`src/hdl/ctepm_pkg.sv`:
```
// Shared types, constants and tables for the complex bin to energy / phase / magnitude block.
// No dependencies; imported by every module under hdl.
`default_nettype none

package ctepm_pkg;

    localparam int DEF_SAMPLE_WIDTH  = 16;
    localparam int DEF_CORDIC_STAGES = 16;

    // Energy is always carried as unsigned Q2.30 in 32 bits.
    localparam int ENERGY_W  = 32;
    localparam int MAG_W     = 16;
    localparam int PHASE_W   = 16;
    localparam int ACC_W     = 32;
    // Digit-by-digit square root of a 32-bit energy: one result bit per step.
    localparam int SQRT_STEPS = ENERGY_W / 2;
    localparam int OUT_TDATA_W = ENERGY_W + MAG_W + PHASE_W;

    // Binary angles: 2^31 stands for pi.
    localparam logic [ACC_W-1:0] ANGLE_PLUS_HALF_PI  = 32'h4000_0000;
    localparam logic [ACC_W-1:0] ANGLE_MINUS_HALF_PI = 32'hC000_0000;
    localparam logic [ACC_W-1:0] ANGLE_ROUND_HALF    = 32'h0000_8000;

    // atan(2^-i) / pi * 2^31, truncated.
    localparam logic [ACC_W-1:0] ATAN_TAB [32] = '{
        32'h20000000, 32'h12E4051E, 32'h09FB385B, 32'h051111D4,
        32'h028B0D43, 32'h0145D7E1, 32'h00A2F61E, 32'h00517C55,
        32'h0028BE53, 32'h00145F2F, 32'h000A2F98, 32'h000517CC,
        32'h00028BE6, 32'h000145F3, 32'h0000A2F9, 32'h0000517C,
        32'h000028BE, 32'h0000145F, 32'h00000A2F, 32'h00000517,
        32'h0000028B, 32'h00000145, 32'h000000A2, 32'h00000051,
        32'h00000028, 32'h00000014, 32'h0000000A, 32'h00000005,
        32'h00000002, 32'h00000001, 32'h00000000, 32'h00000000
    };

    typedef enum logic [1:0] {
        MODE_ENERGY    = 2'd0,
        MODE_PHASE     = 2'd1,
        MODE_BOTH      = 2'd2,
        MODE_MAGNITUDE = 2'd3
    } t_mode;

    // Control that travels alongside each bin through the pipeline.
    typedef struct packed {
        logic  valid;
        logic  last;
        logic  zero;
        t_mode mode;
    } t_ctl;

endpackage

`default_nettype wire

```
`src/hdl/ctepm_cell.sv`:
```
// One cell of the chain: one CORDIC vectoring micro-rotation and one square-root digit step.
// Depends on ctepm_pkg. Either half passes its data through when its step count is exhausted.
`default_nettype none

module ctepm_cell #(
    parameter int SAMPLE_WIDTH  = 16,
    parameter int CORDIC_STAGES = 16,
    parameter int IDX           = 0
) (
    input  wire                                 i_clk,
    input  wire                                 i_rst_n,
    input  wire                                 i_en,
    input  ctepm_pkg::t_ctl                     i_ctl,
    input  wire  signed [SAMPLE_WIDTH+2:0]      i_x,
    input  wire  signed [SAMPLE_WIDTH+2:0]      i_y,
    input  wire  [ctepm_pkg::ACC_W-1:0]         i_acc,
    input  wire  [ctepm_pkg::ENERGY_W-1:0]      i_energy,
    input  wire  [ctepm_pkg::ENERGY_W-1:0]      i_rem,
    input  wire  [ctepm_pkg::ENERGY_W-1:0]      i_root,
    output ctepm_pkg::t_ctl                     o_ctl,
    output logic signed [SAMPLE_WIDTH+2:0]      o_x,
    output logic signed [SAMPLE_WIDTH+2:0]      o_y,
    output logic [ctepm_pkg::ACC_W-1:0]         o_acc,
    output logic [ctepm_pkg::ENERGY_W-1:0]      o_energy,
    output logic [ctepm_pkg::ENERGY_W-1:0]      o_rem,
    output logic [ctepm_pkg::ENERGY_W-1:0]      o_root
);
    import ctepm_pkg::*;

    localparam int XW       = SAMPLE_WIDTH + 3;
    localparam bit ROT_ON   = (IDX < CORDIC_STAGES);
    localparam bit SQRT_ON  = (IDX < SQRT_STEPS);
    localparam int SQRT_SH  = SQRT_ON ? (ENERGY_W - 2 - 2 * IDX) : 0;
    localparam logic [ACC_W-1:0]    ANGLE    = ATAN_TAB[IDX];
    localparam logic [ENERGY_W:0]   SQRT_BIT = (ENERGY_W + 1)'(1) << SQRT_SH;

    logic signed [XW-1:0] xs;
    logic signed [XW-1:0] ys;
    logic [ENERGY_W:0]    trial;
    logic signed [XW-1:0] n_x;
    logic signed [XW-1:0] n_y;
    logic [ACC_W-1:0]     n_acc;
    logic [ENERGY_W-1:0]  n_rem;
    logic [ENERGY_W-1:0]  n_root;

    assign xs    = i_x >>> IDX;
    assign ys    = i_y >>> IDX;
    assign trial = {1'b0, i_root} + SQRT_BIT;

    always_comb begin
        n_x   = i_x;
        n_y   = i_y;
        n_acc = i_acc;
        if (ROT_ON) begin
            // Rotate towards the positive real axis.
            if (!i_y[XW-1]) begin
                n_x   = i_x + ys;
                n_y   = i_y - xs;
                n_acc = i_acc + ANGLE;
            end else begin
                n_x   = i_x - ys;
                n_y   = i_y + xs;
                n_acc = i_acc - ANGLE;
            end
        end
    end

    always_comb begin
        n_rem  = i_rem;
        n_root = i_root;
        if (SQRT_ON) begin
            if ({1'b0, i_rem} >= trial) begin
                n_rem  = i_rem - trial[ENERGY_W-1:0];
                n_root = (i_root >> 1) + SQRT_BIT[ENERGY_W-1:0];
            end else begin
                n_root = i_root >> 1;
            end
        end
    end

    always_ff @(posedge i_clk) begin
        if (!i_rst_n) begin
            o_ctl.valid <= 1'b0;
        end else if (i_en) begin
            o_ctl    <= i_ctl;
            o_x      <= n_x;
            o_y      <= n_y;
            o_acc    <= n_acc;
            o_energy <= i_energy;
            o_rem    <= n_rem;
            o_root   <= n_root;
        end
    end

endmodule

`default_nettype wire

```
`config.mk`:
```
export PLATFORM = sky130hd
export DESIGN_NAME = ctepm_cell
export DESIGN_NICKNAME = d
export VERILOG_FILES = /design/src/hdl/ctepm_pkg.sv /design/src/hdl/ctepm_cell.sv
export SDC_FILE = /design/constraint.sdc
export NUM_CORES = 1
export LEC_CHECK = 0
export ABC_AREA = 1
export BUFFER_PORTS_ARGS = -buffer_cell sky130_fd_sc_hd__buf_4
export CAP_MARGIN = 5
export CORE_MARGIN = 2
export CORE_UTILIZATION = 55
export CTS_CLUSTER_SIZE = 8
export DETAILED_ROUTE_END_ITERATION = 16
export GPL_TIMING_DRIVEN = 1
export PLACE_DENSITY = 0.83
export SLEW_MARGIN = 0
export SYNTH_ARGS = -nofsm -noshare
export SYNTH_HDL_FRONTEND = slang
export SYNTH_SLANG_ARGS = --single-unit
```
`constraint.sdc`:
```
create_clock -name i_clk -period 9.5 [get_ports i_clk]
set_input_delay 0.475 -clock i_clk [delete_from_list [all_inputs] [get_ports i_clk]]
set_output_delay 0.475 -clock i_clk [all_outputs]
set_load 0.02 [all_outputs]
```
==> impl_results.md <==
* Area Growth Syn to Fin at 28.7%
* CTS max path bufs at 2
* Final setup margin at 6.69 ns
* Status: complete, no violations
* Worst-Margin Slew at 1.03 ns
* Synth Area in Simple Gates at 27.9%
* Crit path largest cell delay at 0.76 ns
* ANT cells at 0
* Post-cts hold buffer count at 0
* Area leader, netlist: edfxtp_1
* Ys Warns at 0
* Syn_nets at 1766
* Vias in the first global route at 10618
* Post-synthesis average cell area at 7.88 sq um
* Initial core utilization at 56.0%
* First-pass GRT wire length at 52400 um
* Die ar. at 22700 sq um
* Slew margin rel. at 31.6%
* Layout cells sized above 1 at 22.5%
* Leak pwr at 7.77 nW
* Max H-tree Level at 4
* Startpoint Class: input port
* Via count at 11065
* Crit-path cells: buf_4 > ha_1 > inv_1 > ha_1 > inv_1 > nor2_1 > nand3_1 > nand3b_1 > nand2_1 > nor2_4 > nand2_8 > nor2_1 > nor2_1
* Grt ovf at 0
* Worst hold slack at 0.203 ns
* Core Region at 21100 sq um
* Critical path class: input port to flip-flop
* Crit path capture type: flip-flop
* Hold WC Path Type: input port to flip-flop
* Fin crit share at 29.6%
* CTS Buf Count at 17
* Wire length per cell at 16.2 um
* FF+latch count, synth at 170
* # clock sinks at 170
* Placer Congestion at 0.952
* Port Buffer Count at 344
* Residual DRC at 0
* Cells after synthesis at 1500
* Total of max-cap violations at 0
* HPWL after detailed placement at 27100 um
* Die H at 151 um
* Root buf cell: clkbuf_16
* Post-synth top area share at 42.9%
* Total track usage at 29.7%
* Minimum clock period at 2.81 ns
* Fin. Hold Viols at 0
* Iter 0 DRT Violations at 715
* Fraction of the mapped netlist area in adder cells at 10.1%
* Final #Nets at 2099
* Final setup vio count at 0
* TNS Setup at 0 ns
* Xor and xnor area share after synthesis at 2.15%
* Multiplexer area fraction after synthesis at 0.169%
* I/O Pins at 345
* Worst Path Arrival at 3.01 ns
* Cell at the slowest stage of the critical path: nor2_4
* Cell area after synthesis at 11800 sq um
* Post-DRT Antenna Nets at 0
* Achievable frequency at 356 MHz
* Compound-Gate Fraction of Synth Area at 6.18%
* Worst r2r path cells at 2
* Clk slew on worst S/H paths at 0.08 ns
* Max VDD drop at 0.000120 V
* Via-to-Cell Ratio at 5.22
* Clock Latency Late Sink at 0.44 ns
* Area contributors post-synth: edfxtp_1, nand2_1, ha_1
* Sequential share of the synthesized area at 43.1%
* Chip width at 151 um
* Most frequent cells in the layout: nand2_1, buf_4, inv_1
* Largest net degree at the start of global routing at 116
* Initial antenna violation count at 0
* PD cells at 155 nW/um^2
* Hold Path Stages at 1
* Skew final at 0 ns
* CP required at 9.70 ns
* Setup Fix Bufs, Post-CTS at 0
* CTS resizes at 0
* Drt pass-1 iters at 5
* Max Slew Vio Count at 0
* Count of different cell masters after synthesis at 40
* Unrepaired setup endpoints after global routing: false
* Commonest non-fill, non-tap cell in the layout: nand2_1
* FP Rows at 53
* Most common cell on crit path: nor2_1
* Largest family of logic cells by synthesized area: simple AND/OR/NAND/NOR gates
* Setup WS pre-CTS at 6.29 ns
* Routed Wire Length at 34300 um
* Crit path max fanout at 35
* CTS tree: done
[area by class of cell]
class	count	area, sq um
clock inverter	15	206
tap	275	344
timing repair buffer	346	2600
inverter	279	1050
sequential	170	5090
clock buffer	17	425
multi-input combinational	1019	5490
fill	1711	5880
[where the power goes]
| part | switching, mW | internal, mW | leakage (nW) |
|---|---|---|---|
| combinational | 0.430 | 0.256 | 5.87 |
| sequential | 0.0182 | 0.904 | 1.59 |
| clock | 0.346 | 0.404 | 0.308 |
| total | 0.794 | 1.56 | 7.77 |
[flip-flops by register name, summed over array words and instances (netlist names)]
| register | flops |
|---|---|
| o_acc | 32 |
| o_energy | 32 |
| o_rem | 32 |
| o_root | 32 |
| o_x | 19 |
| o_y | 18 |
| o_ctl | 5 |
[worst max-delay path: cells and delay by family]
family / cells / cell delay, ns
adders and majority gates: 2 / 0.59
buffers and inverters: 3 / 0.26
and+or+nand+nor: 8 / 1.65
[cell usage after synthesis, drive strengths merged]
| master | number |
|---|---|
| a21boi | 3 |
| a21oi | 71 |
| and2 | 8 |
| buf | 28 |
| clkbuf | 4 |
| clkinv | 1 |
| dfxtp | 1 |
| edfxtp | 169 |
| fa | 5 |
| ha | 87 |
| inv | 278 |
| mux2i | 2 |
| nand2 | 467 |
| nand3 | 151 |
| nand3b | 17 |
| nand4 | 5 |
| nor2 | 96 |
| nor3 | 11 |
| nor4 | 1 |
| o21a | 5 |
| o21ai | 47 |
| o21bai | 9 |
| o22ai | 2 |
| or2 | 3 |
| xnor2 | 3 |
| xor2 | 26 |
[metrics by stage]
step | std cells | power [mW] | cell area (sq um) | util, %
floorplan | 1500 | 1.37 | 11800 | -
global placement | 2089 | 1.60 | 14600 | 69.1
detailed placement | 2089 | 1.61 | 14600 | 69.1
CTS | 2121 | 2.36 | 15200 | 72.1
global route | 2121 | 2.46 | 15200 | 72.1
finish | 2121 | 2.36 | 15200 | 72.1
[logic make-up after synthesis]
family / count (synthesis)
buffers and inverters: 311
xor gates and xnor gates: 29
and+or+nand+nor: 759
DFF: 170
muxes: 2
AOI/OAI and AO/OA: 137
adders and majority gates: 92
[routing by layer]
metal / up-vias / global-route usage [%] / wire length, um
li1: 5458 / - / -
met2: 420 / 53.3 / 17600
met5: - / 0 / 0
met3: 82 / 4.39 / 2250
met1: 5105 / 35.8 / 13400
met4: 0 / 11.5 / 1120
[worst paths after layout]
| check | from | endpoint | slack [ns] |
|---|---|---|---|
| worst max-delay path | i_root[30] | o_root[30] | 6.69 |
| worst min-delay path | i_acc[0] | o_acc[0] | 0.20 |
| worst max register to register | o_ctl[4] | o_ctl[4] | 8.77 |
| worst min register to register | o_ctl[4] | o_ctl[4] | 0.63 |
No activity file was read; power rests on OpenSTA's default activity.
