==> src/hdl/ctepm_pkg.sv <==
// Shared types, constants and tables for the complex bin to energy / phase / magnitude block.
// No dependencies; imported by every module under hdl.
`default_nettype none

package ctepm_pkg;

    localparam int DEF_SAMPLE_WIDTH  = 16;
    localparam int DEF_CORDIC_STAGES = 16;

    // Energy is always carried as unsigned Q2.30 in 32 bits.
    localparam int ENERGY_W  = 32;
    localparam int MAG_W     = 16;
    localparam int PHASE_W   = 16;
    localparam int ACC_W     = 32;
    // Digit-by-digit square root of a 32-bit energy: one result bit per step.
    localparam int SQRT_STEPS = ENERGY_W / 2;
    localparam int OUT_TDATA_W = ENERGY_W + MAG_W + PHASE_W;

    // Binary angles: 2^31 stands for pi.
    localparam logic [ACC_W-1:0] ANGLE_PLUS_HALF_PI  = 32'h4000_0000;
    localparam logic [ACC_W-1:0] ANGLE_MINUS_HALF_PI = 32'hC000_0000;
    localparam logic [ACC_W-1:0] ANGLE_ROUND_HALF    = 32'h0000_8000;

    // atan(2^-i) / pi * 2^31, truncated.
    localparam logic [ACC_W-1:0] ATAN_TAB [32] = '{
        32'h20000000, 32'h12E4051E, 32'h09FB385B, 32'h051111D4,
        32'h028B0D43, 32'h0145D7E1, 32'h00A2F61E, 32'h00517C55,
        32'h0028BE53, 32'h00145F2F, 32'h000A2F98, 32'h000517CC,
        32'h00028BE6, 32'h000145F3, 32'h0000A2F9, 32'h0000517C,
        32'h000028BE, 32'h0000145F, 32'h00000A2F, 32'h00000517,
        32'h0000028B, 32'h00000145, 32'h000000A2, 32'h00000051,
        32'h00000028, 32'h00000014, 32'h0000000A, 32'h00000005,
        32'h00000002, 32'h00000001, 32'h00000000, 32'h00000000
    };

    typedef enum logic [1:0] {
        MODE_ENERGY    = 2'd0,
        MODE_PHASE     = 2'd1,
        MODE_BOTH      = 2'd2,
        MODE_MAGNITUDE = 2'd3
    } t_mode;

    // Control that travels alongside each bin through the pipeline.
    typedef struct packed {
        logic  valid;
        logic  last;
        logic  zero;
        t_mode mode;
    } t_ctl;

endpackage

`default_nettype wire

==> src/hdl/ctepm_front.sv <==
// Front end: squares of both parts, energy scaling to Q2.30 and the CORDIC quadrant pre-rotation.
// Depends on ctepm_pkg. Two register stages, advanced together by i_en.
`default_nettype none

module ctepm_front #(
    parameter int SAMPLE_WIDTH = 16
) (
    input  wire                                 i_clk,
    input  wire                                 i_rst_n,
    input  wire                                 i_en,
    input  wire                                 i_valid,
    input  wire  signed [SAMPLE_WIDTH-1:0]      i_re,
    input  wire  signed [SAMPLE_WIDTH-1:0]      i_im,
    input  wire                                 i_last,
    input  ctepm_pkg::t_mode                    i_mode,
    output ctepm_pkg::t_ctl                     o_ctl,
    output logic signed [SAMPLE_WIDTH+2:0]      o_x,
    output logic signed [SAMPLE_WIDTH+2:0]      o_y,
    output logic [ctepm_pkg::ACC_W-1:0]         o_acc,
    output logic [ctepm_pkg::ENERGY_W-1:0]      o_energy
);
    import ctepm_pkg::*;

    localparam int XW = SAMPLE_WIDTH + 3;
    localparam int PW = 2 * SAMPLE_WIDTH;

    logic signed [PW-1:0]           sq_re;
    logic signed [PW-1:0]           sq_im;
    logic [PW-1:0]                  sum_sq;
    logic [ENERGY_W-1:0]            energy_q;
    logic signed [XW-1:0]           x_ext;
    logic signed [XW-1:0]           y_ext;

    t_ctl                           r_a_ctl;
    logic signed [SAMPLE_WIDTH-1:0] r_a_re;
    logic signed [SAMPLE_WIDTH-1:0] r_a_im;
    logic [PW-1:0]                  r_a_re2;
    logic [PW-1:0]                  r_a_im2;

    t_ctl                           n_b_ctl;
    logic signed [XW-1:0]           n_b_x;
    logic signed [XW-1:0]           n_b_y;
    logic [ACC_W-1:0]               n_b_acc;

    assign sq_re = i_re * i_re;
    assign sq_im = i_im * i_im;

    always_ff @(posedge i_clk) begin
        if (!i_rst_n) begin
            r_a_ctl.valid <= 1'b0;
        end else if (i_en) begin
            r_a_ctl.valid <= i_valid;
            r_a_ctl.last  <= i_last;
            r_a_ctl.zero  <= 1'b0;
            r_a_ctl.mode  <= i_mode;
            r_a_re        <= i_re;
            r_a_im        <= i_im;
            r_a_re2       <= sq_re;
            r_a_im2       <= sq_im;
        end
    end

    // Both squares are at most 2^(PW-2), so the sum fits PW bits.
    assign sum_sq = r_a_re2 + r_a_im2;

    generate
        if (SAMPLE_WIDTH >= 16) begin : g_scale_down
            assign energy_q = sum_sq[PW-1 -: ENERGY_W];
        end else begin : g_scale_up
            assign energy_q = {sum_sq, {(ENERGY_W-PW){1'b0}}};
        end
    endgenerate

    assign x_ext = r_a_re;
    assign y_ext = r_a_im;

    // Fold the left half plane onto the right one by a quarter turn.
    always_comb begin
        n_b_ctl      = r_a_ctl;
        n_b_ctl.zero = (r_a_re == '0) && (r_a_im == '0);
        n_b_x        = x_ext;
        n_b_y        = y_ext;
        n_b_acc      = '0;
        if (x_ext < 0) begin
            if (y_ext >= 0) begin
                n_b_x   = y_ext;
                n_b_y   = -x_ext;
                n_b_acc = ANGLE_PLUS_HALF_PI;
            end else begin
                n_b_x   = -y_ext;
                n_b_y   = x_ext;
                n_b_acc = ANGLE_MINUS_HALF_PI;
            end
        end
    end

    always_ff @(posedge i_clk) begin
        if (!i_rst_n) begin
            o_ctl.valid <= 1'b0;
        end else if (i_en) begin
            o_ctl    <= n_b_ctl;
            o_x      <= n_b_x;
            o_y      <= n_b_y;
            o_acc    <= n_b_acc;
            o_energy <= energy_q;
        end
    end

endmodule

`default_nettype wire

==> config.mk <==
export PLATFORM = sky130hd
export DESIGN_NAME = ctepm_front
export DESIGN_NICKNAME = d
export VERILOG_FILES = /design/src/hdl/ctepm_pkg.sv /design/src/hdl/ctepm_front.sv
export SDC_FILE = /design/constraint.sdc
export NUM_CORES = 1
export LEC_CHECK = 0
export BUFFER_PORTS_ARGS = -buffer_cell sky130_fd_sc_hd__buf_4
export CAP_MARGIN = 20
export CORE_MARGIN = 2
export CORE_UTILIZATION = 39
export CTS_BUF_LIST = sky130_fd_sc_hd__clkbuf_16
export DETAILED_ROUTE_END_ITERATION = 12
export PLACE_DENSITY = 0.63
export SYNTH_ARGS = -nofsm -noshare
export SYNTH_HDL_FRONTEND = slang
export SYNTH_SLANG_ARGS = --single-unit
export TNS_END_PERCENT = 5
==> constraint.sdc <==
create_clock -name i_clk -period 10.4 [get_ports i_clk]
set_input_delay 1.04 -clock i_clk [delete_from_list [all_inputs] [get_ports i_clk]]
set_output_delay 1.04 -clock i_clk [all_outputs]
set_load 0.01 [all_outputs]
==> results.cfg <==
[run_status]
result_of_the_run = completed

[critical_path]
worst_setup_path_start_kind = input port
critical-path-slowest-cell = fa_1
worstPathRequired_ns = 10.58
worst_path_buffer_plus_inverter_count = 5
reg2reg_depth = 8
crit_family = adder cells
timing.critical_path.from = i_im[15]
path_max_fanout = 19
critPathMostFrequentCell = fa_1
critical_path.cell_chain = buf_4 -> inv_1 -> nor2_1 -> fa_1 -> fa_1 -> fa_1 -> fa_1 -> fa_1 -> inv_1 -> fa_1 -> inv_1 -> ha_1 -> a21oi_1 -> inv_1 -> a2111o_1 -> o21ai_1 -> o22a_1 -> o221ai_2 -> a31oi_1 -> o21bai_1 -> xnor2_1
reg2reg_to = o_x[13]$_DFFE_PP_
crit-reg2reg-launch = r_a_im[0]$_DFFE_PP_
critical_path.max_stage_delay_ns = 0.74
path_class = input port to flip-flop
crit_arrival_ns = 7.31
ff2ff_setup_slack_ns = 7.10
setup.worst_path.end_class = flip-flop

[routing]
routed_wl_per_cell_um = 16.36
drcViolationCount = 0
vias_per_cell = 4.869
route.final.wire_length_um = 56190
dr.first_iter.drc_count = 813
number_of_antenna_violating_nets_in_the_routed_design = 0
drt_pass1_iterations = 5
dr_vias = 16720

[clock_network]
cts_hold_repair.buffers = 0
cts-resized-gates = 0
clock_tree.root_cell = clkbuf_16
insertion_delay_ns = 0.45
clock_path_buffers = 2
tritoncts = done
clock_buffers_created_by_tritoncts = 17
clock-sinks = 173
cts.repair_timing.setup_buffer_count = 0
cts.htree.levels = 4
clk_pin_slew_ns = 0.07

[timing]
timing_hold_violations_final = 0
slew-limit-headroom = 0.3672
post-route-period-util = 0.6853
tightestPinTransition_ns = 0.9493
rsz0062_at_grt = no
finalClockSkew_ns = 0.01421
final-setup-viol-count = 0
clock.fmax_ghz = 0.1403
slew_violations = 0
fin_crit_ns = 7.127
fin_setup_tns_ns = 0

[yosys]
yosysTopAreaCellShare = 0.3690
synth.top_cells.by_area = fa_1 (37%), edfxtp_1 (20%), ha_1 (10%)
synth_enable_flop_cells = 171
async_reset_ff_frac = 0
number_of_flip_flops_and_latches_in_the_synthesized_netlist = 173
distinct_cells_synth = 68
synth_ff_type = edfxtp_1
syn-instance-count = 2488
syn-cell-area_um2 = 25390
netlist.top_cell.by_area = fa_1
syn_avg_cell_area_um2 = 10.20
synthesis.yosys.warnings = 0
ys_seq_area_frac = 0.2038

[worst_hold_path]
hold_path.startpoint = n_b_ctl[1]$_DFFE_PP_
holdPathEnd = o_ctl[1]$_DFFE_PP_
timing.hold.worst_path_depth = 0
hp-class = flip-flop to flip-flop

[floorplanning]
die_width_um = 259.1
die_area_um2 = 67150
design.core.area_um2 = 64350
placementRows = 93
ios = 146
initial_util = 0.3945
floorplan.die.height_um = 259.1

[global_routing]
grt_max_degree = 74
first_global_vias = 18640
total_grt_usage = 0.1775
grt_first_pass_wirelength_um = 94410
number_of_antenna_violations_at_the_first_check_in_global_routing = 1
total_congestion_overflow_after_global_routing = 0

[placed_design]
routabilityCongestion = 0.8778
detailedPlacementHpwl_um = 45500
portBuffers = 115
placed_area_um2 = 27020

[final_layout]
multi_input_comb_area_um2 = 17440
final-seq-area_um2 = 5175
area_growth_syn_to_layout_pct = 8.743
final_design_area_no_fill_um2 = 27610
nets = 3284
layout-drive-gt1-share = 0.07364
fillers = 6116
antennaDiodeCount = 0

[job]
max-cap-violations = 0
[cell type report]
| class | instances | share of cell area |
|---|---|---|
| Clock inverter | 15 | 0.005711 |
| Inverter | 648 | 0.08811 |
| Sequential cell | 173 | 0.1875 |
| Multi-Input combinational cell | 1606 | 0.6318 |
| Clock buffer | 17 | 0.01541 |
| Tap cell | 855 | 0.03875 |
| Timing Repair Buffer | 121 | 0.03281 |
[sequential cells by signal (all words and copies together) (netlist names)]
| signal | count |
|---|---|
| r_a_im | 16 |
| n_b_ctl | 4 |
| o_ctl | 5 |
| o_y | 19 |
| r_a_im2 | 30 |
| o_acc | 2 |
| r_a_re | 16 |
| o_x | 19 |
| o_energy | 32 |
| r_a_re2 | 30 |
[cells in the mapped netlist, drive strengths merged (20+ instances only)]
| cell | number |
|---|---|
| ha | 210 |
| nor2 | 129 |
| xor2 | 42 |
| nor3 | 20 |
| buf | 31 |
| a21o | 36 |
| inv | 648 |
| edfxtp | 171 |
| o21ai | 35 |
| a21oi | 94 |
| xnor2 | 97 |
| clkbuf | 62 |
| nand2 | 178 |
| and2 | 95 |
| fa | 468 |
[cells in the final DEF (no fill, tap or decap), types with 7 or more instances in the layout]
cell / synthesis / routed
nor2b_1: 13 / 13
a21o_1: 33 / 33
nor3_1: 20 / 20
o21a_1: 15 / 15
nand3_1: 10 / 10
a21oi_1: 90 / 90
clkbuf_16: 0 / 17
a31o_2: 12 / 12
conb_1: 1 / 33
buf_4: 30 / 120
ha_1: 210 / 210
fa_1: 468 / 468
or3_1: 7 / 7
and2_1: 95 / 94
nand2b_1: 15 / 15
inv_1: 648 / 649
xor2_1: 42 / 42
and3_1: 8 / 8
edfxtp_1: 171 / 171
a211oi_1: 9 / 9
o21ai_0: 29 / 29
nor2_1: 129 / 129
xnor2_1: 97 / 97
nand2_1: 178 / 178
[stage by stage]
stage,hold WS (ns),setup slack [ns],utilization,std cells
after global placement,0.4061,3.019,0.4199,3402
after floorplan,0.4003,3.441,-,2520
after detailed placement,0.4107,2.905,0.4200,3403
after global routing,0.4280,2.936,0.4290,3435
final,0.4254,3.273,0.4290,3435
after CTS,0.4272,3.305,0.4290,3435
[worst max-delay path by stage]
stage	slack (ns)	cells after the start	end
final	3.27	21	r_a_im2[31]$_DFFE_PP_
after global routing	2.94	21	r_a_im2[31]$_DFFE_PP_
after floorplan	3.44	22	r_a_im2[31]$_DFFE_PP_
after detailed placement	2.91	21	r_a_im2[31]$_DFFE_PP_
after global placement	3.02	21	r_a_im2[31]$_DFFE_PP_
after CTS	3.31	21	r_a_im2[31]$_DFFE_PP_
[layer usage]
| layer | track usage | vias up | wire, µm | share of wire |
|---|---|---|---|---|
| met1 | 0.2344 | 8527 | 23990 | 0.43 |
| met3 | 0.02910 | 69 | 3021 | 0.054 |
| met5 | 0 | - | 0 | 0 |
| li1 | - | 7715 | - | - |
| met4 | 0.04183 | 0 | 1101 | 0.020 |
| met2 | 0.3057 | 413 | 28070 | 0.50 |
[cell families after synthesis]
kind of cell | share of synthesized area
compound gates | 0.06550
xor+xnor | 0.04795
fa+ha+maj | 0.4725
buf+inv | 0.1140
flops | 0.2038
mux | 0.003302
other cells | 0.0001477
simple gates | 0.09271
Power is not shown: default switching activity piles up to over one toggle a cycle in this logic, so the estimate is an artifact.
