$ cat src/hdl/ctepm_pkg.sv
// Shared types, constants and tables for the complex bin to energy / phase / magnitude block.
// No dependencies; imported by every module under hdl.
`default_nettype none

package ctepm_pkg;

    localparam int DEF_SAMPLE_WIDTH  = 16;
    localparam int DEF_CORDIC_STAGES = 16;

    // Energy is always carried as unsigned Q2.30 in 32 bits.
    localparam int ENERGY_W  = 32;
    localparam int MAG_W     = 16;
    localparam int PHASE_W   = 16;
    localparam int ACC_W     = 32;
    // Digit-by-digit square root of a 32-bit energy: one result bit per step.
    localparam int SQRT_STEPS = ENERGY_W / 2;
    localparam int OUT_TDATA_W = ENERGY_W + MAG_W + PHASE_W;

    // Binary angles: 2^31 stands for pi.
    localparam logic [ACC_W-1:0] ANGLE_PLUS_HALF_PI  = 32'h4000_0000;
    localparam logic [ACC_W-1:0] ANGLE_MINUS_HALF_PI = 32'hC000_0000;
    localparam logic [ACC_W-1:0] ANGLE_ROUND_HALF    = 32'h0000_8000;

    // atan(2^-i) / pi * 2^31, truncated.
    localparam logic [ACC_W-1:0] ATAN_TAB [32] = '{
        32'h20000000, 32'h12E4051E, 32'h09FB385B, 32'h051111D4,
        32'h028B0D43, 32'h0145D7E1, 32'h00A2F61E, 32'h00517C55,
        32'h0028BE53, 32'h00145F2F, 32'h000A2F98, 32'h000517CC,
        32'h00028BE6, 32'h000145F3, 32'h0000A2F9, 32'h0000517C,
        32'h000028BE, 32'h0000145F, 32'h00000A2F, 32'h00000517,
        32'h0000028B, 32'h00000145, 32'h000000A2, 32'h00000051,
        32'h00000028, 32'h00000014, 32'h0000000A, 32'h00000005,
        32'h00000002, 32'h00000001, 32'h00000000, 32'h00000000
    };

    typedef enum logic [1:0] {
        MODE_ENERGY    = 2'd0,
        MODE_PHASE     = 2'd1,
        MODE_BOTH      = 2'd2,
        MODE_MAGNITUDE = 2'd3
    } t_mode;

    // Control that travels alongside each bin through the pipeline.
    typedef struct packed {
        logic  valid;
        logic  last;
        logic  zero;
        t_mode mode;
    } t_ctl;

endpackage

`default_nettype wire

$ cat src/hdl/ctepm_back.sv
// Result assembly: rounds the root and the angle, applies the output mode and packs the transfer.
// Depends on ctepm_pkg. Purely combinational; feeds the output register in the top level.
`default_nettype none

module ctepm_back (
    input  ctepm_pkg::t_ctl                     i_ctl,
    input  wire  [ctepm_pkg::ACC_W-1:0]         i_acc,
    input  wire  [ctepm_pkg::ENERGY_W-1:0]      i_energy,
    input  wire  [ctepm_pkg::ENERGY_W-1:0]      i_rem,
    input  wire  [ctepm_pkg::ENERGY_W-1:0]      i_root,
    output logic [ctepm_pkg::OUT_TDATA_W-1:0]   o_data
);
    import ctepm_pkg::*;

    logic [ACC_W-1:0]    acc_rnd;
    logic [MAG_W-1:0]    mag;
    logic [PHASE_W-1:0]  phase;
    logic [ENERGY_W-1:0] energy_sel;
    logic [MAG_W-1:0]    mag_sel;
    logic [PHASE_W-1:0]  phase_sel;

    // Round up when the remainder exceeds the root.
    assign mag     = i_root[MAG_W-1:0] + MAG_W'(i_rem > i_root);
    assign acc_rnd = i_acc + ANGLE_ROUND_HALF;
    assign phase   = i_ctl.zero ? '0 : acc_rnd[ACC_W-1 -: PHASE_W];

    always_comb begin
        energy_sel = '0;
        mag_sel    = '0;
        phase_sel  = '0;
        case (i_ctl.mode)
            MODE_ENERGY: begin
                energy_sel = i_energy;
            end
            MODE_PHASE: begin
                phase_sel = phase;
            end
            MODE_BOTH: begin
                energy_sel = i_energy;
                phase_sel  = phase;
            end
            MODE_MAGNITUDE: begin
                mag_sel = mag;
            end
            default: begin
                energy_sel = '0;
            end
        endcase
    end

    assign o_data = {phase_sel, mag_sel, energy_sel};

endmodule

`default_nettype wire

$ cat config.mk
export PLATFORM = sky130hd
export DESIGN_NAME = ctepm_back
export DESIGN_NICKNAME = d
export VERILOG_FILES = /design/src/hdl/ctepm_pkg.sv /design/src/hdl/ctepm_back.sv
export SDC_FILE = /design/constraint.sdc
export NUM_CORES = 1
export LEC_CHECK = 0
export BUFFER_PORTS_ARGS = -buffer_cell sky130_fd_sc_hd__buf_4
export CAP_MARGIN = 15
export CORE_AREA = 2 2 77 79
export DETAILED_ROUTE_END_ITERATION = 10
export DIE_AREA = 0 0 79 81
export PLACE_DENSITY = 0.89
export SKIP_LAST_GASP = 1
export SYNTH_ARGS = -nofsm -noshare
export SYNTH_HDL_FRONTEND = slang
export SYNTH_SLANG_ARGS = --single-unit
$ cat constraint.sdc
create_clock -name vclk -period 3.1
set_input_delay 0.465 -clock vclk [all_inputs]
set_output_delay 0.465 -clock vclk [all_outputs]
set_load 0.05 [all_outputs]
==> flow_summary.html, run 1 <==
<table>
<tr><th>Metric</th><th>Value</th></tr>
<tr><th colspan="2">Status</th></tr>
<tr><td>Run status</td><td>finished with violations</td></tr>
<tr><td>Violated checks</td><td>negative setup slack</td></tr>
<tr><th colspan="2">GRT</th></tr>
<tr><td>Global-route congestion overflow total</td><td>0</td></tr>
<tr><td>GRT Total Usage</td><td>0.214</td></tr>
<tr><td>Wire length of the first global-routing pass</td><td>11.5 mm</td></tr>
<tr><td>Maximum number of pins on one net before global-route repair</td><td>33</td></tr>
<tr><td>Number of global-route vias before repair</td><td>2634</td></tr>
<tr><td>Initial antenna violation count</td><td>0</td></tr>
<tr><th colspan="2">Detailed routing</th></tr>
<tr><td>Number of routed nets with antenna violations</td><td>0</td></tr>
<tr><td>Number of iterations in the first detailed-routing pass</td><td>5</td></tr>
<tr><td>Total via count in the routed design</td><td>2706</td></tr>
<tr><td>DRT Wirelength</td><td>8.64 mm</td></tr>
<tr><td>Detailed-route wire length per cell</td><td>15.5 um</td></tr>
<tr><td>Number of remaining DRC errors</td><td>0</td></tr>
<tr><td>DR vias/cell</td><td>4.84</td></tr>
<tr><td>Detailed router's first-iteration violation count</td><td>96</td></tr>
<tr><th colspan="2">Die</th></tr>
<tr><td>I/O pins</td><td>197</td></tr>
<tr><td>Std-Cell Rows</td><td>28</td></tr>
<tr><td>Area of the die</td><td>6400 um2</td></tr>
<tr><td>Die Y</td><td>81 um</td></tr>
<tr><td>Core footprint</td><td>5680 um2</td></tr>
<tr><td>Die Wd</td><td>79 um</td></tr>
<tr><td>Initial Util</td><td>0.313</td></tr>
<tr><th colspan="2">Layout</th></tr>
<tr><td>FF/Latch Area</td><td>0 um2</td></tr>
<tr><td>Commonest cells after routing, fill and taps aside</td><td>sky130_fd_sc_hd__buf_4, sky130_fd_sc_hd__nor2b_1, sky130_fd_sc_hd__inv_1, sky130_fd_sc_hd__ha_1, sky130_fd_sc_hd__nor2_1</td></tr>
<tr><td>Most common cell after layout, fill and taps aside</td><td>sky130_fd_sc_hd__buf_4</td></tr>
<tr><td>Fin area</td><td>4020 um2</td></tr>
<tr><td>Layout-stage area growth over the synthesis result</td><td>126%</td></tr>
<tr><td>Share of post-route cells with drive strength above 1</td><td>0.585</td></tr>
<tr><td>Count of flip-flops and latches</td><td>0</td></tr>
<tr><td>Ant. Diodes</td><td>0</td></tr>
<tr><td>Final-layout clock buffer total</td><td>0</td></tr>
<tr><td>Count of nets after finishing</td><td>657</td></tr>
<tr><th colspan="2">Power and ir drop</th></tr>
<tr><td>Sequential Power Share</td><td>0</td></tr>
<tr><td>Power per standard cell area</td><td>168 nW/um2</td></tr>
<tr><td>Portion of total power attributed to the clock network</td><td>0</td></tr>
<tr><td>LEAKAGE</td><td>2.06 nW</td></tr>
<tr><td>Proportion of power drawn by combinational gates</td><td>1.000</td></tr>
<tr><td>Switching fraction of total power</td><td>0.547</td></tr>
<tr><td>Worst-case vdd ir drop</td><td>144 uV</td></tr>
<tr><td>Internal power contribution</td><td>0.000307 W</td></tr>
<tr><td>NetSw</td><td>0.000370 W</td></tr>
<tr><th colspan="2">STA</th></tr>
<tr><td>Timing-limited maximum frequency</td><td>283 MHz</td></tr>
<tr><td>Total count of max-transition violations in the final report</td><td>0</td></tr>
<tr><td>Hold Worst Slack</td><td>1.32 ns</td></tr>
<tr><td>Worst slew margin</td><td>0.614</td></tr>
<tr><td>Tmin final</td><td>3.53 ns</td></tr>
<tr><td>Final critical-path setup slack</td><td>-0.431 ns</td></tr>
<tr><td>Setup-failing EPs final</td><td>15</td></tr>
<tr><td>Transition time at the pin with the least slew margin</td><td>0.579 ns</td></tr>
<tr><td>Period utilization</td><td>1.14</td></tr>
<tr><td>RSZ-0062 raised after global routing</td><td>true</td></tr>
<tr><td>Final Hold Violating Endpoints</td><td>0</td></tr>
<tr><td>Setup TNS</td><td>-4.63 ns</td></tr>
<tr><th colspan="2">Synth</th></tr>
<tr><td>Total of warnings raised by yosys</td><td>0</td></tr>
<tr><td>Number of standard cells after synthesis</td><td>267</td></tr>
<tr><td>Netlist area before placement</td><td>1780 um2</td></tr>
<tr><td>Synthesized area per cell</td><td>6.66 um2</td></tr>
<tr><td>Leading post-synthesis cells by cell area</td><td>sky130_fd_sc_hd__ha_1, sky130_fd_sc_hd__nor2b_1, sky130_fd_sc_hd__xnor2_1</td></tr>
<tr><td>Dominant cell type by area after synthesis</td><td>sky130_fd_sc_hd__ha_1</td></tr>
<tr><td>Post-synth top area share</td><td>0.267</td></tr>
<tr><td>Post-synthesis cell type count</td><td>30</td></tr>
<tr><td>Net count after synthesis</td><td>438</td></tr>
<tr><td>Proportion of synthesized chip area in sequential cells</td><td>0</td></tr>
<tr><th colspan="2">Placed design</th></tr>
<tr><td>Post-place instance area</td><td>3550 um2</td></tr>
<tr><td>Detail Placement HPWL</td><td>6.05 mm</td></tr>
<tr><td>Count of input and output buffers</td><td>180</td></tr>
<tr><td>Final weighted congestion of routability-driven global placement</td><td>0.778</td></tr>
<tr><th colspan="2">CTS</th></tr>
<tr><td>Post-CTS Hold Buffers</td><td>0</td></tr>
<tr><th colspan="2">Critical path</th></tr>
<tr><td>End of the critical path</td><td>o_data[47]</td></tr>
<tr><td>Data arrival time of the worst path</td><td>3.07 ns</td></tr>
<tr><td>Required arrival time at the worst endpoint</td><td>2.63 ns</td></tr>
<tr><td>Critical Path End Type</td><td>output port</td></tr>
<tr><td>Critical setup path kind</td><td>in2out</td></tr>
<tr><td>Highest net fanout along the worst path</td><td>4</td></tr>
<tr><td>Startpoint type of the worst setup path</td><td>input pin</td></tr>
<tr><td>Source of the critical timing path</td><td>i_rem[8]</td></tr>
<tr><th colspan="2">Min path</th></tr>
<tr><td>Min-delay worst type</td><td>in2out</td></tr>
<tr><th colspan="2">Flow run</th></tr>
<tr><td>Max cap viols</td><td>0</td></tr>
</table>
[cell families after synthesis]
kind of cell	after synthesis	synth area share
XOR/XNOR	28	0.138
buffers and inverters	42	0.0887
AND/OR/NAND/NOR	131	0.404
adder cells (fa/ha/maj)	38	0.267
AO/OA/AOI/OAI	28	0.102
[power by group through the flow]
stage | clock (W) | sequential [W] | combinational (W)
after CTS | 0 | 0 | 0.000645
after global placement | 0 | 0 | 0.000584
final | 0 | 0 | 0.000677
after global routing | 0 | 0 | 0.000721
after detailed placement | 0 | 0 | 0.000596
after floorplan | 0 | 0 | 0.000329
[metrics by stage]
step | utilization | worst slack [ns] | std cells | power (W)
floorplan | - | -0.00234 | 267 | 0.000329
global placement | 0.625 | -0.480 | 550 | 0.000584
detailed placement | 0.625 | -0.520 | 550 | 0.000596
CTS | 0.686 | -0.295 | 553 | 0.000645
global route | 0.709 | -0.538 | 559 | 0.000721
finish | 0.709 | -0.431 | 559 | 0.000677
[cell usage after synthesis (all sizes together), types with 2 or more instances]
master and count:
a21o 2, a21boi 3, nor2b 33, o21ai 4, clkbuf 6, inv 36, and2 15, nand2 14
or3 2, and4 2, nor4 3, a221o 2, xor2 8, nand4 11, ha 38, and3 3
xnor2 20, a21oi 14, nand3 17, nor2 23, nor3 6
[worst min path at each step]
stage / end / from / cells after the start / slack, ns
finish: o_data[1] / i_energy[1] / 3 / 1.32
detailed placement: o_data[30] / i_energy[30] / 3 / 1.32
global route: o_data[22] / i_energy[22] / 3 / 1.33
CTS: o_data[7] / i_energy[7] / 3 / 1.32
floorplan: o_data[39] / i_root[7] / 2 / 1.14
global placement: o_data[1] / i_energy[1] / 3 / 1.31
[worst max-delay path, cell delays in order]
cell and delay, ns:
sky130_fd_sc_hd__buf_4 0.13, sky130_fd_sc_hd__ha_4 0.26, sky130_fd_sc_hd__nand4_1 0.15, sky130_fd_sc_hd__nor4_2 0.33, sky130_fd_sc_hd__a21boi_2 0.22, sky130_fd_sc_hd__o31ai_2 0.09
sky130_fd_sc_hd__a21oi_2 0.17, sky130_fd_sc_hd__ha_2 0.23, sky130_fd_sc_hd__nand3_4 0.10, sky130_fd_sc_hd__nor3_4 0.20, sky130_fd_sc_hd__nand3_1 0.16, sky130_fd_sc_hd__xnor2_1 0.23
sky130_fd_sc_hd__and2_4 0.18, sky130_fd_sc_hd__buf_8 0.14
[per-layer routing]
layer / global-route usage / routed length, um
met1: 0.237 / 3020
met2: 0.431 / 4910
met3: 0.0344 / 521
met4: 0.0362 / 184
met5: 0 / 0
[area by class of cell]
type                            instances  area, um2
Fill cell                             442       1650
Multi-Input combinational cell        225       1970
Tap cell                               75       93.8
Timing Repair Buffer                  223       1810
Inverter                               36        148
[repair_timing]
| item | in CTS | in global routing |
|---|---|---|
| resized for setup | 67 | 19 |
| pin swaps | 24 | 8 |
| setup buffers | 3 | 6 |
| setup endpoints to repair | 16 | 15 |
Note: power is estimated with default switching activity, not from simulation.
==> inputs of run 2 (changes only) <==
--- a/config.mk
+++ b/config.mk
@@ -15,3 +15,4 @@
 export SYNTH_ARGS = -nofsm -noshare
 export SYNTH_HDL_FRONTEND = slang
 export SYNTH_SLANG_ARGS = --single-unit
+export TNS_END_PERCENT = 50
==> flow_summary.html, run 2 (synthesized netlist as in run 1, its figures left out) <==
<table>
<tr><th>Metric</th><th>Value</th></tr>
<tr><th colspan="2">STA</th></tr>
<tr><td>Transition time at the pin with the least slew margin</td><td>0.575 ns (-0.00375 ns)</td></tr>
<tr><td>Worst slew margin</td><td>0.617 (+0.00250)</td></tr>
<tr><td>Tmin final</td><td>3.48 ns (-0.0528 ns)</td></tr>
<tr><td>Setup-failing EPs final</td><td>15 (unchanged)</td></tr>
<tr><td>Total count of max-transition violations in the final report</td><td>0 (unchanged)</td></tr>
<tr><td>RSZ-0062 raised after global routing</td><td>true</td></tr>
<tr><td>Hold Worst Slack</td><td>1.31 ns (-0.00542 ns)</td></tr>
<tr><td>Setup TNS</td><td>-3.20 ns (+1.44 ns)</td></tr>
<tr><td>Timing-limited maximum frequency</td><td>287 MHz (+1.5%)</td></tr>
<tr><td>Final critical-path setup slack</td><td>-0.378 ns (+0.0528 ns)</td></tr>
<tr><td>Period utilization</td><td>1.12 (-0.0170)</td></tr>
<tr><td>Final Hold Violating Endpoints</td><td>0 (unchanged)</td></tr>
<tr><th colspan="2">Layout</th></tr>
<tr><td>FF/Latch Area</td><td>0 um2 (unchanged)</td></tr>
<tr><td>Commonest cells after routing, fill and taps aside</td><td>sky130_fd_sc_hd__buf_4, sky130_fd_sc_hd__nor2b_1, sky130_fd_sc_hd__inv_1</td></tr>
<tr><td>Share of post-route cells with drive strength above 1</td><td>0.563 (-0.0214)</td></tr>
<tr><td>Layout-stage area growth over the synthesis result</td><td>118%</td></tr>
<tr><td>Share of the core filled with cells in the final layout</td><td>0.682 (-0.0267)</td></tr>
<tr><td>Most common cell after layout, fill and taps aside</td><td>sky130_fd_sc_hd__buf_4</td></tr>
<tr><td>Fill count</td><td>428 (-3.2%)</td></tr>
<tr><td>Final-layout clock buffer total</td><td>0 (unchanged)</td></tr>
<tr><td>Count of nets after finishing</td><td>647 (-1.5%)</td></tr>
<tr><td>Count of flip-flops and latches</td><td>0 (unchanged)</td></tr>
<tr><td>Ant. Diodes</td><td>0 (unchanged)</td></tr>
<tr><th colspan="2">Status</th></tr>
<tr><td>Violated checks</td><td>negative setup slack</td></tr>
<tr><td>Run status</td><td>finished with violations</td></tr>
<tr><th colspan="2">Placed design</th></tr>
<tr><td>Count of input and output buffers</td><td>180 (unchanged)</td></tr>
<tr><td>Pre-CTS worst setup slack</td><td>-0.561 ns (-0.0413 ns)</td></tr>
<tr><td>Detail Placement HPWL</td><td>6.20 mm (+2.6%)</td></tr>
<tr><td>Final weighted congestion of routability-driven global placement</td><td>0.782 (+0.53%)</td></tr>
<tr><th colspan="2">Critical path</th></tr>
<tr><td>Cell Chain, Critical Path</td><td>buf_8 -&gt; inv_4 -&gt; ha_4 -&gt; nand4_1 -&gt; nor4_2 -&gt; a21boi_2 -&gt; o31ai_2 -&gt; a21oi_2 -&gt; ha_2 -&gt; nand3_4 -&gt; nor3_4 -&gt; nand3_2 -&gt; xnor2_1 -&gt; and2_4 -&gt; buf_8</td></tr>
<tr><td>Buffers plus inverters on the worst setup path</td><td>3 (+1)</td></tr>
<tr><td>Source of the critical timing path</td><td>i_root[9]</td></tr>
<tr><td>Depth of the critical timing path with buffers and inverters included</td><td>15 (+1)</td></tr>
<tr><td>CP top delay family</td><td>simple AND/OR/NAND/NOR gates</td></tr>
<tr><td>End of the critical path</td><td>o_data[47]</td></tr>
<tr><td>Critical Path End Type</td><td>output port</td></tr>
<tr><td>Largest stage delay, worst path</td><td>0.31 ns (-0.02 ns)</td></tr>
<tr><td>Crit path top cell by count</td><td>sky130_fd_sc_hd__buf_8</td></tr>
<tr><td>Required arrival time at the worst endpoint</td><td>2.63 ns (about the same)</td></tr>
<tr><td>Cell with the biggest individual delay on the critical path</td><td>sky130_fd_sc_hd__nor4_2</td></tr>
<tr><td>Startpoint type of the worst setup path</td><td>input pin</td></tr>
<tr><td>Highest net fanout along the worst path</td><td>4 (unchanged)</td></tr>
<tr><td>Critical setup path kind</td><td>in2out</td></tr>
<tr><td>Data arrival time of the worst path</td><td>3.01 ns (-0.06 ns)</td></tr>
<tr><th colspan="2">Power and ir drop</th></tr>
<tr><td>LEAKAGE</td><td>1.98 nW (-4.1%)</td></tr>
<tr><td>Sequential Power Share</td><td>0 (unchanged)</td></tr>
<tr><td>Power per standard cell area</td><td>167 nW/um2 (-0.49%)</td></tr>
<tr><td>Worst-case vdd ir drop</td><td>140 uV (-3.2%)</td></tr>
<tr><td>Post-route total power</td><td>0.000648 W (-4.2%)</td></tr>
<tr><td>Internal power contribution</td><td>0.000293 W (-4.5%)</td></tr>
<tr><td>NetSw</td><td>0.000355 W (-4.0%)</td></tr>
<tr><td>Portion of total power attributed to the clock network</td><td>0 (unchanged)</td></tr>
<tr><td>Switching fraction of total power</td><td>0.548 (+0.00138)</td></tr>
<tr><td>Proportion of power drawn by combinational gates</td><td>1.000 (about the same)</td></tr>
<tr><th colspan="2">Detailed routing</th></tr>
<tr><td>Number of remaining DRC errors</td><td>0 (unchanged)</td></tr>
<tr><td>Total via count in the routed design</td><td>2621 (-3.1%)</td></tr>
<tr><td>Number of routed nets with antenna violations</td><td>0 (unchanged)</td></tr>
<tr><td>Detailed router's first-iteration violation count</td><td>62 (-35%)</td></tr>
<tr><td>Number of iterations in the first detailed-routing pass</td><td>4 (-1)</td></tr>
<tr><td>DR vias/cell</td><td>4.77 (-1.4%)</td></tr>
<tr><td>Detailed-route wire length per cell</td><td>13.8 um (-11%)</td></tr>
<tr><td>DRT Wirelength</td><td>7.58 mm (-12%)</td></tr>
<tr><th colspan="2">Die</th></tr>
<tr><td>Core footprint</td><td>5680 um2 (unchanged)</td></tr>
<tr><td>Die Wd</td><td>79 um (unchanged)</td></tr>
<tr><td>I/O pins</td><td>197 (unchanged)</td></tr>
<tr><td>Std-Cell Rows</td><td>28 (unchanged)</td></tr>
<tr><td>Initial Util</td><td>0.313 (unchanged)</td></tr>
<tr><td>Area of the die</td><td>6400 um2 (unchanged)</td></tr>
<tr><td>Die Y</td><td>81 um (unchanged)</td></tr>
<tr><th colspan="2">GRT</th></tr>
<tr><td>Initial antenna violation count</td><td>0 (unchanged)</td></tr>
<tr><td>Wire length of the first global-routing pass</td><td>11.1 mm (-3.5%)</td></tr>
<tr><td>Global-route congestion overflow total</td><td>0 (unchanged)</td></tr>
<tr><td>GRT Total Usage</td><td>0.208 (-0.00676)</td></tr>
<tr><td>Maximum number of pins on one net before global-route repair</td><td>33 (unchanged)</td></tr>
<tr><td>Number of global-route vias before repair</td><td>2592 (-1.6%)</td></tr>
<tr><th colspan="2">Flow run</th></tr>
<tr><td>Max cap viols</td><td>0 (unchanged)</td></tr>
<tr><th colspan="2">CTS</th></tr>
<tr><td>Post-CTS Hold Buffers</td><td>0 (unchanged)</td></tr>
<tr><th colspan="2">Min path</th></tr>
<tr><td>Hold-critical path depth</td><td>3 (unchanged)</td></tr>
<tr><td>Min-delay worst type</td><td>in2out</td></tr>
</table>
## run 2: cell count changes in the layout (fill, tap and decap cells not counted), moves of 3 or more
cell	change
sky130_fd_sc_hd__and2_4	-3
sky130_fd_sc_hd__inv_1	+4
sky130_fd_sc_hd__buf_6	-6
sky130_fd_sc_hd__inv_2	-3
## run 2: area by class of cell
type / instances / area (um2) / area share
multi-input combinational: 225 / 1930 / 0.499
tap: 75 / 93.8 / 0.0242
timing repair buffer: 213 / 1700 / 0.439
inverter: 36 / 145 / 0.0375
## run 2: layer usage
metal  global-route usage  share of wire
met5                    0              0
met4               0.0397          0.014
met3               0.0178          0.057
met2                0.425           0.55
met1                0.231           0.38
## run 2: power by group through the flow
stage          Clock [W]  Sequential (W)  Combinational (W)
4_1_cts                0               0           0.000630
3_5_place_dp           0               0           0.000599
5_1_grt                0               0           0.000693
2_1_floorplan          0               0           0.000329
3_3_place_gp           0               0           0.000585
6_report               0               0           0.000648
## run 2: tightest hold or removal path, stage by stage
cell	delay [ns]
sky130_fd_sc_hd__buf_4	0.07
sky130_fd_sc_hd__nor2b_1	0.11
sky130_fd_sc_hd__buf_4	0.20
## run 2: worst min-delay path by stage
stage / startpoint / slack, ns / end
4_1_cts: i_energy[0] / 1.31 / o_data[0]
3_5_place_dp: i_energy[0] / 1.31 / o_data[0]
2_1_floorplan: i_root[7] / 1.14 / o_data[39]
5_1_grt: i_energy[20] / 1.33 / o_data[20]
6_report: i_energy[0] / 1.31 / o_data[0]
3_3_place_gp: i_energy[30] / 1.31 / o_data[30]
## run 2: timing repair
action | in CTS | in global routing
endpoints found under the hold margin | 0 | 0
pin swaps | 19 | 17
resized for setup | 38 | 26
setup buffers | 1 | 1
setup endpoints to repair | 16 | 16
## run 2: per-stage QoR
stage / instances / instance area, um2
floorplan: 267 / 1870
global placement: 548 / 3530
detailed placement: 548 / 3530
CTS: 549 / 3740
global route: 549 / 3870
finish: 549 / 3870
